==> src/hw/rtl/nce_pkg.sv <==
// shared types and constants for the noise channel lfsr envelope unit
// event codes, register offsets and the decoded command carried front to back
// no dependencies
package nce_pkg;

	// event codes on the operation field
	localparam logic [1:0] OP_WRITE  = 2'd0;
	localparam logic [1:0] OP_TIMER  = 2'd1;
	localparam logic [1:0] OP_ENV    = 2'd2;
	localparam logic [1:0] OP_LENGTH = 2'd3;

	// register offsets on the reg_select field
	localparam logic [1:0] REG_CTRL   = 2'd0;
	localparam logic [1:0] REG_UNUSED = 2'd1;
	localparam logic [1:0] REG_MODE   = 2'd2;
	localparam logic [1:0] REG_LOAD   = 2'd3;

	localparam int QDEPTH = 2;
	localparam int QPTR_W = $clog2(QDEPTH);
	localparam int QCNT_W = $clog2(QDEPTH + 1);

	localparam logic [3:0] LEVEL_MAX = 4'hF;

	typedef enum logic [2:0] {
		CMD_NOP,
		CMD_CTRL,
		CMD_MODE,
		CMD_LOAD,
		CMD_TIMER,
		CMD_ENV,
		CMD_LEN
	} cmd_kind_t;

	typedef struct packed {
		cmd_kind_t   kind;
		logic        halt;
		logic        const_vol;
		logic [3:0]  env_period;
		logic        short_mode;
		logic [11:0] timer_period;
		logic        len_load;
		logic [7:0]  len_value;
	} cmd_t;

endpackage

==> src/hw/rtl/nce_front.sv <==
// front end: classifies each incoming event and decodes register data
// uses nce_pkg for event codes and the command struct
module nce_front (
	input  logic [1:0]   operation,
	input  logic [1:0]   reg_select,
	input  logic [7:0]   write_data,
	input  logic         channel_enable,
	output nce_pkg::cmd_t cmd
);

	// ntsc noise timer periods
	function automatic logic [11:0] period_lookup(input logic [3:0] idx);
		logic [11:0] p;
		begin
			case (idx)
				4'd0:    p = 12'd4;
				4'd1:    p = 12'd8;
				4'd2:    p = 12'd16;
				4'd3:    p = 12'd32;
				4'd4:    p = 12'd64;
				4'd5:    p = 12'd96;
				4'd6:    p = 12'd128;
				4'd7:    p = 12'd160;
				4'd8:    p = 12'd202;
				4'd9:    p = 12'd254;
				4'd10:   p = 12'd380;
				4'd11:   p = 12'd508;
				4'd12:   p = 12'd762;
				4'd13:   p = 12'd1016;
				4'd14:   p = 12'd2034;
				default: p = 12'd4068;
			endcase
			return p;
		end
	endfunction

	function automatic logic [7:0] length_lookup(input logic [4:0] idx);
		logic [7:0] l;
		begin
			case (idx)
				5'd0:    l = 8'd10;
				5'd1:    l = 8'd254;
				5'd2:    l = 8'd20;
				5'd3:    l = 8'd2;
				5'd4:    l = 8'd40;
				5'd5:    l = 8'd4;
				5'd6:    l = 8'd80;
				5'd7:    l = 8'd6;
				5'd8:    l = 8'd160;
				5'd9:    l = 8'd8;
				5'd10:   l = 8'd60;
				5'd11:   l = 8'd10;
				5'd12:   l = 8'd14;
				5'd13:   l = 8'd12;
				5'd14:   l = 8'd26;
				5'd15:   l = 8'd14;
				5'd16:   l = 8'd12;
				5'd17:   l = 8'd16;
				5'd18:   l = 8'd24;
				5'd19:   l = 8'd18;
				5'd20:   l = 8'd48;
				5'd21:   l = 8'd20;
				5'd22:   l = 8'd96;
				5'd23:   l = 8'd22;
				5'd24:   l = 8'd192;
				5'd25:   l = 8'd24;
				5'd26:   l = 8'd72;
				5'd27:   l = 8'd26;
				5'd28:   l = 8'd16;
				5'd29:   l = 8'd28;
				5'd30:   l = 8'd32;
				default: l = 8'd30;
			endcase
			return l;
		end
	endfunction

	always_comb begin
		cmd              = '0;
		cmd.halt         = write_data[5];
		cmd.const_vol    = write_data[4];
		cmd.env_period   = write_data[3:0];
		cmd.short_mode   = write_data[7];
		cmd.timer_period = period_lookup(write_data[3:0]);
		cmd.len_load     = channel_enable;
		cmd.len_value    = length_lookup(write_data[7:3]);
		case (operation)
			nce_pkg::OP_WRITE: begin
				case (reg_select)
					nce_pkg::REG_CTRL: cmd.kind = nce_pkg::CMD_CTRL;
					nce_pkg::REG_MODE: cmd.kind = nce_pkg::CMD_MODE;
					nce_pkg::REG_LOAD: cmd.kind = nce_pkg::CMD_LOAD;
					default:           cmd.kind = nce_pkg::CMD_NOP;
				endcase
			end
			nce_pkg::OP_TIMER:  cmd.kind = nce_pkg::CMD_TIMER;
			nce_pkg::OP_ENV:    cmd.kind = nce_pkg::CMD_ENV;
			nce_pkg::OP_LENGTH: cmd.kind = nce_pkg::CMD_LEN;
			default:            cmd.kind = nce_pkg::CMD_NOP;
		endcase
	end

endmodule

==> src/hw/rtl/nce_queue.sv <==
// short command queue between front and back ends
// uses nce_pkg for the command struct and queue depth
module nce_queue (
	input  logic          clk,
	input  logic          arst_n,
	input  logic          push,
	input  nce_pkg::cmd_t push_cmd,
	output logic          full,
	input  logic          pop,
	output logic          not_empty,
	output nce_pkg::cmd_t pop_cmd
);

	nce_pkg::cmd_t mem_q [nce_pkg::QDEPTH];
	logic [nce_pkg::QPTR_W-1:0] wr_ptr_q;
	logic [nce_pkg::QPTR_W-1:0] rd_ptr_q;
	logic [nce_pkg::QCNT_W-1:0] count_q;

	function automatic logic [nce_pkg::QPTR_W-1:0] ptr_next(
		input logic [nce_pkg::QPTR_W-1:0] p
	);
		logic [nce_pkg::QPTR_W-1:0] n;
		begin
			if (p == nce_pkg::QPTR_W'(nce_pkg::QDEPTH - 1)) begin
				n = '0;
			end else begin
				n = p + 1'b1;
			end
			return n;
		end
	endfunction

	assign full      = (count_q == nce_pkg::QCNT_W'(nce_pkg::QDEPTH));
	assign not_empty = (count_q != '0);
	assign pop_cmd   = mem_q[rd_ptr_q];

	always_ff @(posedge clk) begin
		if (push) begin
			mem_q[wr_ptr_q] <= push_cmd;
		end
	end

	always_ff @(posedge clk or negedge arst_n) begin
		if (!arst_n) begin
			wr_ptr_q <= '0;
			rd_ptr_q <= '0;
			count_q  <= '0;
		end else begin
			if (push) begin
				wr_ptr_q <= ptr_next(wr_ptr_q);
			end
			if (pop) begin
				rd_ptr_q <= ptr_next(rd_ptr_q);
			end
			if (push && !pop) begin
				count_q <= count_q + 1'b1;
			end else if (pop && !push) begin
				count_q <= count_q - 1'b1;
			end
		end
	end

endmodule

==> src/hw/rtl/nce_back.sv <==
// back end: channel state, lfsr, envelope, length counter and sample register
// uses nce_pkg for the command struct
module nce_back (
	input  logic          clk,
	input  logic          arst_n,
	input  logic          cmd_valid,
	input  nce_pkg::cmd_t cmd,
	output logic          cmd_pop,
	output logic          out_valid,
	input  logic          out_ready,
	output logic [3:0]    sample
);

	logic [14:0] lfsr_q;
	logic        short_mode_q;
	logic [11:0] timer_period_q;
	logic [11:0] timer_count_q;
	logic        halt_q;
	logic [7:0]  length_count_q;
	logic        const_vol_q;
	logic [3:0]  env_period_q;
	logic        env_start_q;
	logic [3:0]  env_level_q;
	logic [3:0]  env_div_q;
	logic        out_valid_q;
	logic [3:0]  sample_q;

	logic [14:0] lfsr_d;
	logic        short_mode_d;
	logic [11:0] timer_period_d;
	logic [11:0] timer_count_d;
	logic        halt_d;
	logic [7:0]  length_count_d;
	logic        const_vol_d;
	logic [3:0]  env_period_d;
	logic        env_start_d;
	logic [3:0]  env_level_d;
	logic [3:0]  env_div_d;
	logic [3:0]  sample_d;
	logic        fb;

	// take a command when the sample register is free or being emptied
	assign cmd_pop   = cmd_valid && (!out_valid_q || out_ready);
	assign out_valid = out_valid_q;
	assign sample    = sample_q;

	always_comb begin
		lfsr_d         = lfsr_q;
		short_mode_d   = short_mode_q;
		timer_period_d = timer_period_q;
		timer_count_d  = timer_count_q;
		halt_d         = halt_q;
		length_count_d = length_count_q;
		const_vol_d    = const_vol_q;
		env_period_d   = env_period_q;
		env_start_d    = env_start_q;
		env_level_d    = env_level_q;
		env_div_d      = env_div_q;
		fb = lfsr_q[0] ^ (short_mode_q ? lfsr_q[6] : lfsr_q[1]);
		case (cmd.kind)
			nce_pkg::CMD_CTRL: begin
				halt_d       = cmd.halt;
				const_vol_d  = cmd.const_vol;
				env_period_d = cmd.env_period;
			end
			nce_pkg::CMD_MODE: begin
				short_mode_d   = cmd.short_mode;
				timer_period_d = cmd.timer_period;
			end
			nce_pkg::CMD_LOAD: begin
				if (cmd.len_load) begin
					length_count_d = cmd.len_value;
				end
				env_start_d = 1'b1;
			end
			nce_pkg::CMD_TIMER: begin
				if (timer_count_q == '0) begin
					timer_count_d = timer_period_q;
					lfsr_d        = {fb, lfsr_q[14:1]};
				end else begin
					timer_count_d = timer_count_q - 1'b1;
				end
			end
			nce_pkg::CMD_ENV: begin
				if (env_start_q) begin
					env_start_d = 1'b0;
					env_level_d = nce_pkg::LEVEL_MAX;
					env_div_d   = env_period_q;
				end else if (env_div_q == '0) begin
					env_div_d = env_period_q;
					if (env_level_q != '0) begin
						env_level_d = env_level_q - 1'b1;
					end else if (halt_q) begin
						env_level_d = nce_pkg::LEVEL_MAX;
					end
				end else begin
					env_div_d = env_div_q - 1'b1;
				end
			end
			nce_pkg::CMD_LEN: begin
				if (!halt_q && length_count_q != '0) begin
					length_count_d = length_count_q - 1'b1;
				end
			end
			default: ;
		endcase
		if (length_count_d == '0 || lfsr_d[0]) begin
			sample_d = '0;
		end else begin
			sample_d = const_vol_d ? env_period_d : env_level_d;
		end
	end

	always_ff @(posedge clk or negedge arst_n) begin
		if (!arst_n) begin
			lfsr_q         <= 15'd1;
			short_mode_q   <= 1'b0;
			timer_period_q <= '0;
			timer_count_q  <= '0;
			halt_q         <= 1'b0;
			length_count_q <= '0;
			const_vol_q    <= 1'b0;
			env_period_q   <= '0;
			env_start_q    <= 1'b0;
			env_level_q    <= '0;
			env_div_q      <= '0;
			out_valid_q    <= 1'b0;
		end else begin
			if (cmd_pop) begin
				lfsr_q         <= lfsr_d;
				short_mode_q   <= short_mode_d;
				timer_period_q <= timer_period_d;
				timer_count_q  <= timer_count_d;
				halt_q         <= halt_d;
				length_count_q <= length_count_d;
				const_vol_q    <= const_vol_d;
				env_period_q   <= env_period_d;
				env_start_q    <= env_start_d;
				env_level_q    <= env_level_d;
				env_div_q      <= env_div_d;
				out_valid_q    <= 1'b1;
			end else if (out_ready) begin
				out_valid_q <= 1'b0;
			end
		end
	end

	always_ff @(posedge clk) begin
		if (cmd_pop) begin
			sample_q <= sample_d;
		end
	end

`ifndef SYNTH
	a_lfsr_nonzero: assert property (@(posedge clk) disable iff (!arst_n)
		lfsr_q != '0)
		else $error("lfsr reached the all-zero state");

	a_silent_sample: assert property (@(posedge clk) disable iff (!arst_n)
		out_valid_q && (length_count_q == '0 || lfsr_q[0]) |-> sample_q == '0)
		else $error("sample not silenced");

	a_load_starts_env: assert property (@(posedge clk) disable iff (!arst_n)
		cmd_pop && cmd.kind == nce_pkg::CMD_LOAD |=> env_start_q)
		else $error("length load did not restart envelope");

	a_halt_holds_len: assert property (@(posedge clk) disable iff (!arst_n)
		cmd_pop && cmd.kind == nce_pkg::CMD_LEN && halt_q |=> $stable(length_count_q))
		else $error("length counter moved while halted");
`endif

endmodule

==> src/hw/rtl/noise_channel_lfsr_envelope_unit.sv <==
// top level of the noise channel: lfsr noise voice with envelope and length counter
// instantiates nce_front, nce_queue and nce_back; uses nce_pkg
//
// channel | handshake            | payload
// --------+----------------------+-------------------------------------------------
// in      | in_valid / in_ready  | operation, reg_select, write_data, channel_enable
// out     | out_valid / out_ready| sample
//
// one event per clock sustained while out_ready is held high
// each event passes through the two-entry command queue and then the sample output register
// in_ready drops only when the queue is full, i.e. the output has stalled
// arst_n clears lfsr to one and all other channel state but the sample register to zero, queue empty
// no clearing pass: the block takes events from the first edge after reset
module noise_channel_lfsr_envelope_unit (
	input  logic       clk,
	input  logic       arst_n,
	input  logic       in_valid,
	output logic       in_ready,
	input  logic [1:0] operation,
	input  logic [1:0] reg_select,
	input  logic [7:0] write_data,
	input  logic       channel_enable,
	output logic       out_valid,
	input  logic       out_ready,
	output logic [3:0] sample
);

	nce_pkg::cmd_t front_cmd;
	nce_pkg::cmd_t queue_cmd;
	logic          q_full;
	logic          q_not_empty;
	logic          q_pop;
	logic          q_push;

	// decode the event into a command right at the input
	nce_front u_front (
		.operation      (operation),
		.reg_select     (reg_select),
		.write_data     (write_data),
		.channel_enable (channel_enable),
		.cmd            (front_cmd)
	);

	// accept while the queue has room, independent of the output side
	assign in_ready = !q_full;
	assign q_push   = in_valid && in_ready;

	nce_queue u_queue (
		.clk       (clk),
		.arst_n    (arst_n),
		.push      (q_push),
		.push_cmd  (front_cmd),
		.full      (q_full),
		.pop       (q_pop),
		.not_empty (q_not_empty),
		.pop_cmd   (queue_cmd)
	);

	// execute commands in order and register each resulting sample
	nce_back u_back (
		.clk       (clk),
		.arst_n    (arst_n),
		.cmd_valid (q_not_empty),
		.cmd       (queue_cmd),
		.cmd_pop   (q_pop),
		.out_valid (out_valid),
		.out_ready (out_ready),
		.sample    (sample)
	);

endmodule
==> config.mk <==
export PLATFORM = sky130hd
export DESIGN_NAME = noise_channel_lfsr_envelope_unit
export DESIGN_NICKNAME = d
export VERILOG_FILES = /design/src/hw/rtl/nce_pkg.sv /design/src/hw/rtl/nce_front.sv /design/src/hw/rtl/nce_queue.sv /design/src/hw/rtl/nce_back.sv /design/src/hw/rtl/noise_channel_lfsr_envelope_unit.sv
export SDC_FILE = /design/constraint.sdc
export NUM_CORES = 1
export LEC_CHECK = 0
export BUFFER_PORTS_ARGS = -buffer_cell sky130_fd_sc_hd__clkbuf_2
export CELL_PAD_IN_SITES_DETAIL_PLACEMENT = 1
export CELL_PAD_IN_SITES_GLOBAL_PLACEMENT = 2
export CORE_UTILIZATION = 46
export DETAILED_ROUTE_END_ITERATION = 16
export PLACE_DENSITY_LB_ADDON = 0.1
export SETUP_SLACK_MARGIN = 0.1
export SLEW_MARGIN = 0
export SYNTH_ARGS = -nofsm -noshare
export SYNTH_HDL_FRONTEND = slang
export SYNTH_HIERARCHICAL = 1
export SYNTH_SLANG_ARGS = --single-unit
==> constraint.sdc <==
create_clock -name clk -period 3.79 [get_ports clk]
set_input_delay 0.758 -clock clk [delete_from_list [all_inputs] [get_ports clk]]
set_output_delay 0.758 -clock clk [all_outputs]
set_load 0.03 [all_outputs]
==> results.toml, run 1 <==
[sta]
tightest_slew_ns = 0.898
tns_ns = 0
fmaxAchievable_mhz = 358
period_minus_slack_ns = 2.79
slew_headroom_pct = 39.4
finalCritPeriodShare_pct = 73.6
rsz0062_at_grt = "no"
hold_viol = 0
drv_slew = 0
finalSetupViolations = 0
fin_skew_ns = 0.00860
timing.final.ws_setup_ns = 1.00

[place]
port_buffers = 22
gp_congestion = 0.865
dp_cells = 785
pre_cts_slack_ns = 0.997
hpwl_um = 10600

[cts]
clock_sinks = 134
cts_buffers = 17
post_cts_buffers = 0
ctsResizeCount = 0
clockBufferDepth = 2
root_buffer = "clkbuf_16"
clkTransAtPathRegs_ns = 0.06
worstSkewPairLatency_ns = 0.43
cts_hold_buf = 0
tritoncts = "done"
htreeDepth = 4

[detailed_routing]
drt_iter0_drc = 229
detail-route-antenna-nets = 0
drcViolationCount = 3
viasPerCell = 5.81
drt-wirelength-per-cell_um = 19.4
drtPass1Iterations = 12
num_vias = 4744
drt-total-wl_um = 15800

[worst_setup_path]
crit_start = "u_queue/rd_ptr_q$_DFFE_PN0P_"
worstPathCellList = "mux2_4 > nand3b_1 > a21o_1 > nor3_1 > a211oi_1 > o2111ai_1 > nor4_4 > nor3_1"
critPathTopFamily = "compound AO/OA/AOI/OAI gates"
slowest_delay_ns = 0.60
rr_endpoint = "u_back/sample[2]$_SDFFCE_PP0P_"
critPathKind = "flop to flop"
crit_top_cell = "nor3_1"
crit_buf_inv = 0
cp.depth = 8
worstPathMaxFanout = 25
r2r_cells = 8
slowest_stage = "dfrtp_2"
ff2ff_setup_slack_ns = 1.0
rr_startpoint = "u_queue/rd_ptr_q$_DFFE_PN0P_"
cp.required_ns = 3.95
endpoint_kind = "flop"
crit_end = "u_back/sample[2]$_SDFFCE_PP0P_"
startpoint_type = "flop"
critPathArrivalTime_ns = 2.95

[global_route]
grt_use_total_pct = 21.9
grt_first_pass_wirelength_um = 26700
grt_overflow = 0
grt_pass1_vias = 5006
antenna_found_initial = 0
grt_max_degree = 69

[layout]
n_fill_cell = 1542
drive_gt1_share_pct = 21.0
final_nets = 653
num_antenna_cells = 0
area_growth_pct = 10.7
instances_no_fill = 817

[logic_synthesis]
synth_xor_area_share_pct = 1.13
syn_avg_cell_area_um2 = 11.5
syn_inst = 609
synth_ff_type = "dfrtp_1"
synth_compound_area_share_pct = 12.0
synth-seq-cells = 134
syn-cell-area_um2 = 7000
synth-async-reset-ratio_pct = 50.7
synth_simple_gate_area_share_pct = 12.9
synth.area.top_cells = "edfxtp_1 28%, dfrtp_1 24%, mux2_4 6.4%"
ys_types = 74
yosys.area.top_type = "edfxtp_1"
ys_seq_area_share_pct = 52.6
muxShareOfSynthArea_pct = 13.1
synth_top_area_share_pct = 28.3
synth_edf_count = 66
synthAdderAreaFrac_pct = 3.02
ys_warn_count = 6
synth_top_family_by_area = "multiplexers"

[job]
max-cap-violations = 0

[status]
status = "finished, violations left"
violations = "design-rule violations"

[power]
cellLeakagePower_uw = 0.00320
power_density_nw_per_um2 = 804
irDropWorstVdd_v = 0.000415

[die]
num_rows = 44
fp.dieH_um = 125
core_area_um2 = 14700
die_w_um = 125
dieArea_um2 = 15700
num_io_pins = 23
start_util_pct = 47.6

[hold_path]
min_path_type = "flop to flop"
[worst min path at each step]
| stage | end | cells after the start | from |
|---|---|---|---|
| 2_1_floorplan | u_queue/count_q[1]$_DFFE_PN0P_ | 1 | u_queue/count_q[1]$_DFFE_PN0P_ |
| 3_3_place_gp | u_queue/count_q[1]$_DFFE_PN0P_ | 1 | u_queue/count_q[1]$_DFFE_PN0P_ |
| 3_5_place_dp | u_queue/count_q[1]$_DFFE_PN0P_ | 1 | u_queue/count_q[1]$_DFFE_PN0P_ |
| 4_1_cts | u_queue/count_q[1]$_DFFE_PN0P_ | 1 | u_queue/count_q[1]$_DFFE_PN0P_ |
| 5_1_grt | u_back/lfsr_q[7]$_DFFE_PN0P_ | 1 | u_back/lfsr_q[7]$_DFFE_PN0P_ |
| 6_report | u_back/lfsr_q[14]$_DFFE_PN0P_ | 1 | u_back/lfsr_q[14]$_DFFE_PN0P_ |
[per-layer routing]
metal / GRT usage, % / wire [um] / vias to the layer above
li1: - / - / 2235
met1: 29.9 / 7760 / 2420
met2: 34.7 / 7410 / 70
met3: 5.01 / 463 / 19
met4: 7.03 / 198 / 0
met5: 0 / 0 / -
[worst reg2reg max path: stages (launching register included)]
cell and delay (ns):
dfrtp_2 0.60, mux2_4 0.45, nand3b_1 0.20, a21o_1 0.21, nor3_1 0.07, a211oi_1 0.34
o2111ai_1 0.27, nor4_4 0.29, nor3_1 0.10
[cells in the final DEF, fill, tap and decap left out, types with 13 or more instances in the layout]
| cell type | n |
|---|---|
| nor2_1 | 47 |
| a21oi_1 | 30 |
| o21ai_1 | 14 |
| inv_1 | 21 |
| mux2_4 | 30 |
| o21ai_0 | 32 |
| clkbuf_16 | 17 |
| edfxtp_1 | 66 |
| clkbuf_2 | 21 |
| mux2_2 | 23 |
| dfrtp_1 | 66 |
| nor3_1 | 14 |
| nand2_1 | 50 |
| nand3_1 | 13 |
| mux2_1 | 13 |
| ha_1 | 16 |
[synth_stat cells, types with 5 or more instances]
master,instances
nor2_1,47
edfxtp_1,66
a22oi_1,6
nand2b_1,5
buf_4,12
xnor2_1,5
clkbuf_1,12
a21oi_1,30
mux2_2,23
o21ai_1,14
nor3b_1,6
dfrtp_1,67
inv_1,21
nor2b_1,9
mux2i_1,6
ha_1,16
o21ai_0,32
nand3_1,13
nor3_1,14
o22ai_1,5
nand2_1,50
buf_2,9
o31ai_1,6
mux2_4,30
a31oi_1,9
mux2_1,13
[power breakdown]
group	internal (uW)	leakage (uW)	switching, uW
Combinational	906	0.00144	1210
Sequential	2020	0.00147	401
Clock	1040	0.000291	653
[state kept, by name, indices dropped and copies added (netlist names)]
register               cells
u_back/env_div_q           4
u_back/env_level_q         4
u_queue/rd_ptr_q           1
u_back/short_mode_q        1
u_back/env_start_q         1
u_back/sample              4
u_queue/mem_q             62
u_queue/wr_ptr_q           1
u_queue/count_q            2
u_back/lfsr_q             15
u_back/timer_period_q     12
u_back/halt_q              1
u_back/timer_count_q      12
u_back/env_period_q        4
u_back/const_vol_q         1
u_back/length_count_q      8
u_back/out_valid           1
[per-stage QoR]
step	utilization [%]	hold WS, ns	total power (uW)	cell area, um2
after floorplan	-	0.447	4020	7000
after global placement	48.6	0.462	4470	7140
after detailed placement	48.6	0.469	4540	7140
after CTS	52.7	0.479	6280	7750
after global routing	52.7	0.509	6600	7750
final	52.7	0.480	6220	7750
[cell type report]
| class | instances | area (um2) | share of cell area (%) |
|---|---|---|---|
| clock inverters | 15 | 178 | 2.29 |
| clock buffers | 17 | 425 | 5.49 |
| multi-input cells | 413 | 2960 | 38.2 |
| inverters | 23 | 86.3 | 1.11 |
| flip-flops and latches | 134 | 3690 | 47.6 |
| repair buffers | 31 | 178 | 2.29 |
| well taps | 184 | 230 | 2.97 |
[cells by family after synthesis]
kind of cell / count (synthesis)
simple gates: 178
mux: 72
buf+inv: 63
xor+xnor: 9
flops: 134
compound gates: 135
fa+ha+maj: 17
other cells: 1
No activity file was read; power rests on OpenSTA's default activity.
==> inputs of run 2 (changes only) <==
- CORE_UTILIZATION: 46 -> 39
- clock period: 3.79 -> 2.5 ns (I/O delays scaled with it)
==> results.toml, run 2 (synthesized netlist as in run 1, its figures left out) <==
[status]
status = "finished, violations left"
violations = "negative setup slack"

[worst_setup_path]
worstPathMaxFanout = 7
critPathTopFamily = "simple AND/OR/NAND/NOR gates"
ff2ff_setup_slack_ns = -0.001
startpoint_type = "flop"
critPathArrivalTime_ns = 2.65
r2r_cells = 6
critPathKind = "flop to flop"
rr_endpoint = "u_back/sample[2]$_SDFFCE_PP0P_"
rr_startpoint = "u_queue/rd_ptr_q$_DFFE_PN0P_"
cp.required_ns = 2.65
crit_buf_inv = 0
endpoint_kind = "flop"
worstPathCellList = "mux2_4 > and3b_2 > a222oi_1 > o2111ai_2 > nor4_4 > nor3_1"
slowest_stage = "dfrtp_2"
slowest_delay_ns = 0.48

[layout]
drive_gt1_share_pct = 28.0
top_register = "u_queue/mem_q"
area_growth_pct = 17.7
top_regs = "u_queue/mem_q: 62 flops, u_back/lfsr_q: 15 flops"
n_fill_cell = 1864
register_area_um2 = 3690
largest_reg_flops = 62
instances_no_fill = 901
multiInputGateArea_um2 = 3050
final_core_util_pct = 47.3
num_antenna_cells = 0
final_nets = 696
mostFrequentLayoutCells = "66 x dfrtp_1, 66 x edfxtp_1, 48 x nand2_1, 45 x nor2_1, 44 x buf_4"

[detailed_routing]
num_vias = 4833
drtPass1Iterations = 4
drcViolationCount = 0
viasPerCell = 5.36
detail-route-antenna-nets = 0
drt_iter0_drc = 250
drt-wirelength-per-cell_um = 17.8
drt-total-wl_um = 16000

[power]
cellLeakagePower_uw = 0.00343
p_int_uw = 6420
p_sw_share_pct = 35.5
power_density_nw_per_um2 = 1210
irDropWorstVdd_v = 0.000587
p_seq_share_pct = 35.8
clkPwrFrac_pct = 25.1
pwr-share-comb_pct = 39.1
p_sw_uw = 3530

[cts]
htreeDepth = 4
clock_sinks = 134
cts_buffers = 17
tritoncts = "done"
root_buffer = "clkbuf_16"
clkTransAtPathRegs_ns = 0.06
cts_hold_buf = 0
clockBufferDepth = 2
worstSkewPairLatency_ns = 0.42

[sta]
finalSetupViolations = 1
fmaxAchievable_mhz = 400
period_minus_slack_ns = 2.50
tightest_slew_ns = 0.524
drv_slew = 0
tns_ns = -0.00123
finalCritPeriodShare_pct = 100
hold_viol = 0
timing.final.ws_setup_ns = -0.00123
slew_headroom_pct = 64.8
rsz0062_at_grt = "yes"
fin_skew_ns = 0.00932

[die]
dieArea_um2 = 18500
core_area_um2 = 17400
num_io_pins = 23
fp.dieH_um = 136
die_w_um = 136
start_util_pct = 40.2
num_rows = 48

[global_route]
grt_max_degree = 69
grt_first_pass_wirelength_um = 25800
grt_pass1_vias = 4837
antenna_found_initial = 0
grt_overflow = 0
grt_use_total_pct = 18.4

[place]
dp_cells = 861
gp_congestion = 0.866
port_buffers = 22
hpwl_um = 11300

[hold_path]
min_path_type = "input pin to asynchronous set/reset pin"

[job]
max-cap-violations = 0
run 2: cell types whose count changed in the layout (fill, tap and decap cells not counted), moves of 3 or more:
cell / previous run / this run
buf_12: 0 / 3
buf_4: 9 / 44
buf_6: 0 / 3
clkbuf_1: 0 / 3
o21ai_0: 32 / 29
o21ai_1: 14 / 17
run 2: layout make-up:
cell class | instances | share of cell area (%)
sequential | 134 | 44.8
multi-input combinational | 414 | 37.0
timing repair buffer | 73 | 6.55
clock buffer | 22 | 5.77
tap | 225 | 3.42
clock inverter | 10 | 1.46
inverter | 23 | 1.05
run 2: stage by stage:
step	worst slack, ns	hold slack (ns)	total power [uW]	cell area, um2
floorplan	0.0697	0.204	6120	7030
global placement	0.0545	0.462	7210	7500
detailed placement	-0.00693	0.475	7270	7500
CTS	0.0392	0.111	9930	8160
global route	-0.0920	0.126	10600	8240
finish	-0.00123	0.105	9950	8240
run 2: routing by layer:
layer  share of wire (%)  vias to the layer above  wire (um)  GRT usage (%)
met2                  48                       88       7620           28.8
met1                  48                     2411       7740           25.3
met5                   0                        -          0              0
met4                0.85                        0        136           5.99
met3                 3.4                       13        539           4.14
li1                    -                     2321          -              -
run 2: worst register-to-register path: cells and delay by family (launching register included):
family             cells  cell delay [ns]
DFF                    1             0.48
and+or+nand+nor        3             0.73
muxes                  1             0.37
AOI/OAI and AO/OA      2             0.67
run 2: power groups by stage:
| stage | combinational (uW) | clock, uW | sequential [uW] |
|---|---|---|---|
| 4_1_cts | 3800 | 2570 | 3560 |
| 6_report | 3900 | 2500 | 3560 |
| 2_1_floorplan | 2660 | 0 | 3460 |
| 3_3_place_gp | 3650 | 0 | 3560 |
| 3_5_place_dp | 3690 | 0 | 3580 |
| 5_1_grt | 4270 | 2650 | 3650 |
run 2: repair_timing:
item	4_1_cts	5_1_grt
pin swaps	4	3
endpoints found under the setup margin	4	4
gates cloned	0	2
resized for setup	11	10
setup buffers	3	3
run 2: worst max-delay path by stage:
| stage | end | slack [ns] | startpoint | cells past startpoint |
|---|---|---|---|---|
| after floorplan | u_back/sample[0]$_SDFFCE_PP0P_ | 0.07 | u_queue/rd_ptr_q$_DFFE_PN0P_ | 11 |
| after global placement | u_back/sample[0]$_SDFFCE_PP0P_ | 0.05 | u_queue/rd_ptr_q$_DFFE_PN0P_ | 10 |
| after detailed placement | u_back/sample[0]$_SDFFCE_PP0P_ | -0.007 | u_back/length_count_q[0]$_DFFE_PN0P_ | 9 |
| after CTS | u_back/sample[0]$_SDFFCE_PP0P_ | 0.04 | u_queue/rd_ptr_q$_DFFE_PN0P_ | 10 |
| after global routing | u_back/sample[2]$_SDFFCE_PP0P_ | -0.09 | u_queue/rd_ptr_q$_DFFE_PN0P_ | 8 |
| final | u_back/sample[2]$_SDFFCE_PP0P_ | -0.001 | u_queue/rd_ptr_q$_DFFE_PN0P_ | 6 |
==> inputs of run 3 (changes only) <==
- CTS_BUF_LIST: not set -> sky130_fd_sc_hd__clkbuf_16
==> results.toml, run 3 (synthesized netlist as in run 1, its figures left out) <==
[detailed_routing]
drtPass1Iterations = 5
drt_iter0_drc = 254
detail-route-antenna-nets = 0
met3WireLength_um = 467
wl_met2_um = 7530
drt-wirelength-per-cell_um = 17.8
drcViolationCount = 0
drt-total-wl_um = 16000
viasPerCell = 5.36
wl_met1_um = 7840
num_vias = 4825
top_layer = "met4"

[sta]
drv_slew = 0
timing.final.ws_setup_ns = -0.00160
fin_skew_ns = 0.00999
hold_ws_ns = 0.102
finalCritPeriodShare_pct = 100
finalSetupViolations = 1
tightest_slew_ns = 0.531
period_minus_slack_ns = 2.50
hold_viol = 0
rsz0062_at_grt = "yes"
fmaxAchievable_mhz = 400
tns_ns = -0.00160
slew_headroom_pct = 64.3

[cts]
clkTransAtPathRegs_ns = 0.06
clock_sinks = 134
clockBufferDepth = 2
cts_hold_buf = 0
htreeDepth = 4
root_buffer = "clkbuf_16"
cts_buffers = 17
tritoncts = "done"
worstSkewPairLatency_ns = 0.42

[layout]
largest_reg_flops = 62
mostFrequentLayoutCells = "66 x dfrtp_1, 66 x edfxtp_1, 48 x nand2_1, 45 x nor2_1, 44 x buf_4"
top_regs = "u_queue/mem_q: 62 flops, u_back/lfsr_q: 15 flops"
drive_gt1_share_pct = 27.8
final_nets = 696
final_core_util_pct = 47.2
top_register = "u_queue/mem_q"
n_fill_cell = 1867
area_growth_pct = 17.5
instances_no_fill = 901
num_antenna_cells = 0

[power]
irDropWorstVdd_v = 0.000590
cellLeakagePower_uw = 0.00344
power_density_nw_per_um2 = 1210

[worst_setup_path]
critPathKind = "flop to flop"
endpoint_kind = "flop"
slowest_delay_ns = 0.48
cp.required_ns = 2.65
worstPathCellList = "mux2_4 > and3b_2 > a222oi_1 > o2111ai_2 > nor4_4 > nor3_1"
critPathArrivalTime_ns = 2.66
startpoint_type = "flop"
slowest_stage = "dfrtp_2"
worstPathMaxFanout = 7

[job]
max-cap-violations = 0

[hold_path]
min_path_type = "input pin to asynchronous set/reset pin"

[die]
num_io_pins = 23
die_w_um = 136
num_rows = 48
core_area_um2 = 17400
fp.dieH_um = 136
start_util_pct = 40.2
dieArea_um2 = 18500

[status]
status = "finished, violations left"
violations = "negative setup slack"

[global_route]
grt_pass1_vias = 4839
grt_first_pass_wirelength_um = 25800
antenna_found_initial = 0
grt_max_degree = 69
grt_use_total_pct = 18.4
grt_overflow = 0

[place]
gp_congestion = 0.866
pre_cts_slack_ns = -0.00693
hpwl_um = 11300
port_buffers = 22
dp_cells = 861
## run 3: what timing repair did
action | 4_1_cts | 5_1_grt
resized for setup | 11 | 10
pin swaps | 4 | 3
endpoints found under the hold margin | 0 | 0
cloned | 0 | 2
buffers inserted | 3 | 3
endpoints found under the setup margin | 4 | 4
## run 3: layout make-up
cell class	instances	area, um2	share of cell area, %
multi-input cells	414	3050	37.0
repair buffers	73	539	6.56
inverters	23	86.3	1.05
clock buffers	18	450	5.48
well taps	225	282	3.42
flip-flops and latches	134	3690	44.8
clock inverters	14	135	1.64
## run 3: path summary, 6_finish.rpt
path | start | end | slack [ns] | cells past startpoint
setup / recovery | u_queue/rd_ptr_q$_DFFE_PN0P_ | u_back/sample[2]$_SDFFCE_PP0P_ | -0.002 | 6
hold / removal | arst_n | u_back/lfsr_q[9]$_DFFE_PN0P_ | 0.10 | 2
setup reg to reg | u_queue/rd_ptr_q$_DFFE_PN0P_ | u_back/sample[2]$_SDFFCE_PP0P_ | -0.002 | 6
hold reg to reg | u_back/lfsr_q[10]$_DFFE_PN0P_ | u_back/lfsr_q[10]$_DFFE_PN0P_ | 0.48 | 1
max in group asynchronous | arst_n | u_back/lfsr_q[0]$_DFFE_PN1P_ | 2.07 | 2
min in group clk | channel_enable | u_queue/mem_q[1][8]$_DFFE_PP_ | 0.31 | 1
## run 3: metrics by stage
stage / cell area, um2 / power (uW)
6_report: 8230 / 9910
5_1_grt: 8230 / 10500
4_1_cts: 8150 / 9880
3_5_place_dp: 7500 / 7270
3_3_place_gp: 7500 / 7210
2_1_floorplan: 7030 / 6120
## run 3: power by group
group / switching, uW / internal (uW) / total, uW
clock: 937 / 1510 / 2450
sequential: 502 / 3060 / 3560
combinational: 2090 / 1810 / 3900
total: 3530 / 6380 / 9910
## run 3: per-layer routing
layer | vias to the layer above | global-route usage, %
li1 | 2319 | -
met1 | 2415 | 25.3
met2 | 75 | 28.8
met3 | 16 | 4.14
met4 | 0 | 5.99
met5 | - | 0
## run 3: worst max-delay path: cells and delay by family, from the launching register on
family,cells,cell delay (ns)
AND/OR/NAND/NOR,3,0.73
flip-flops,1,0.48
multiplexers,1,0.37
AO/OA/AOI/OAI,2,0.66
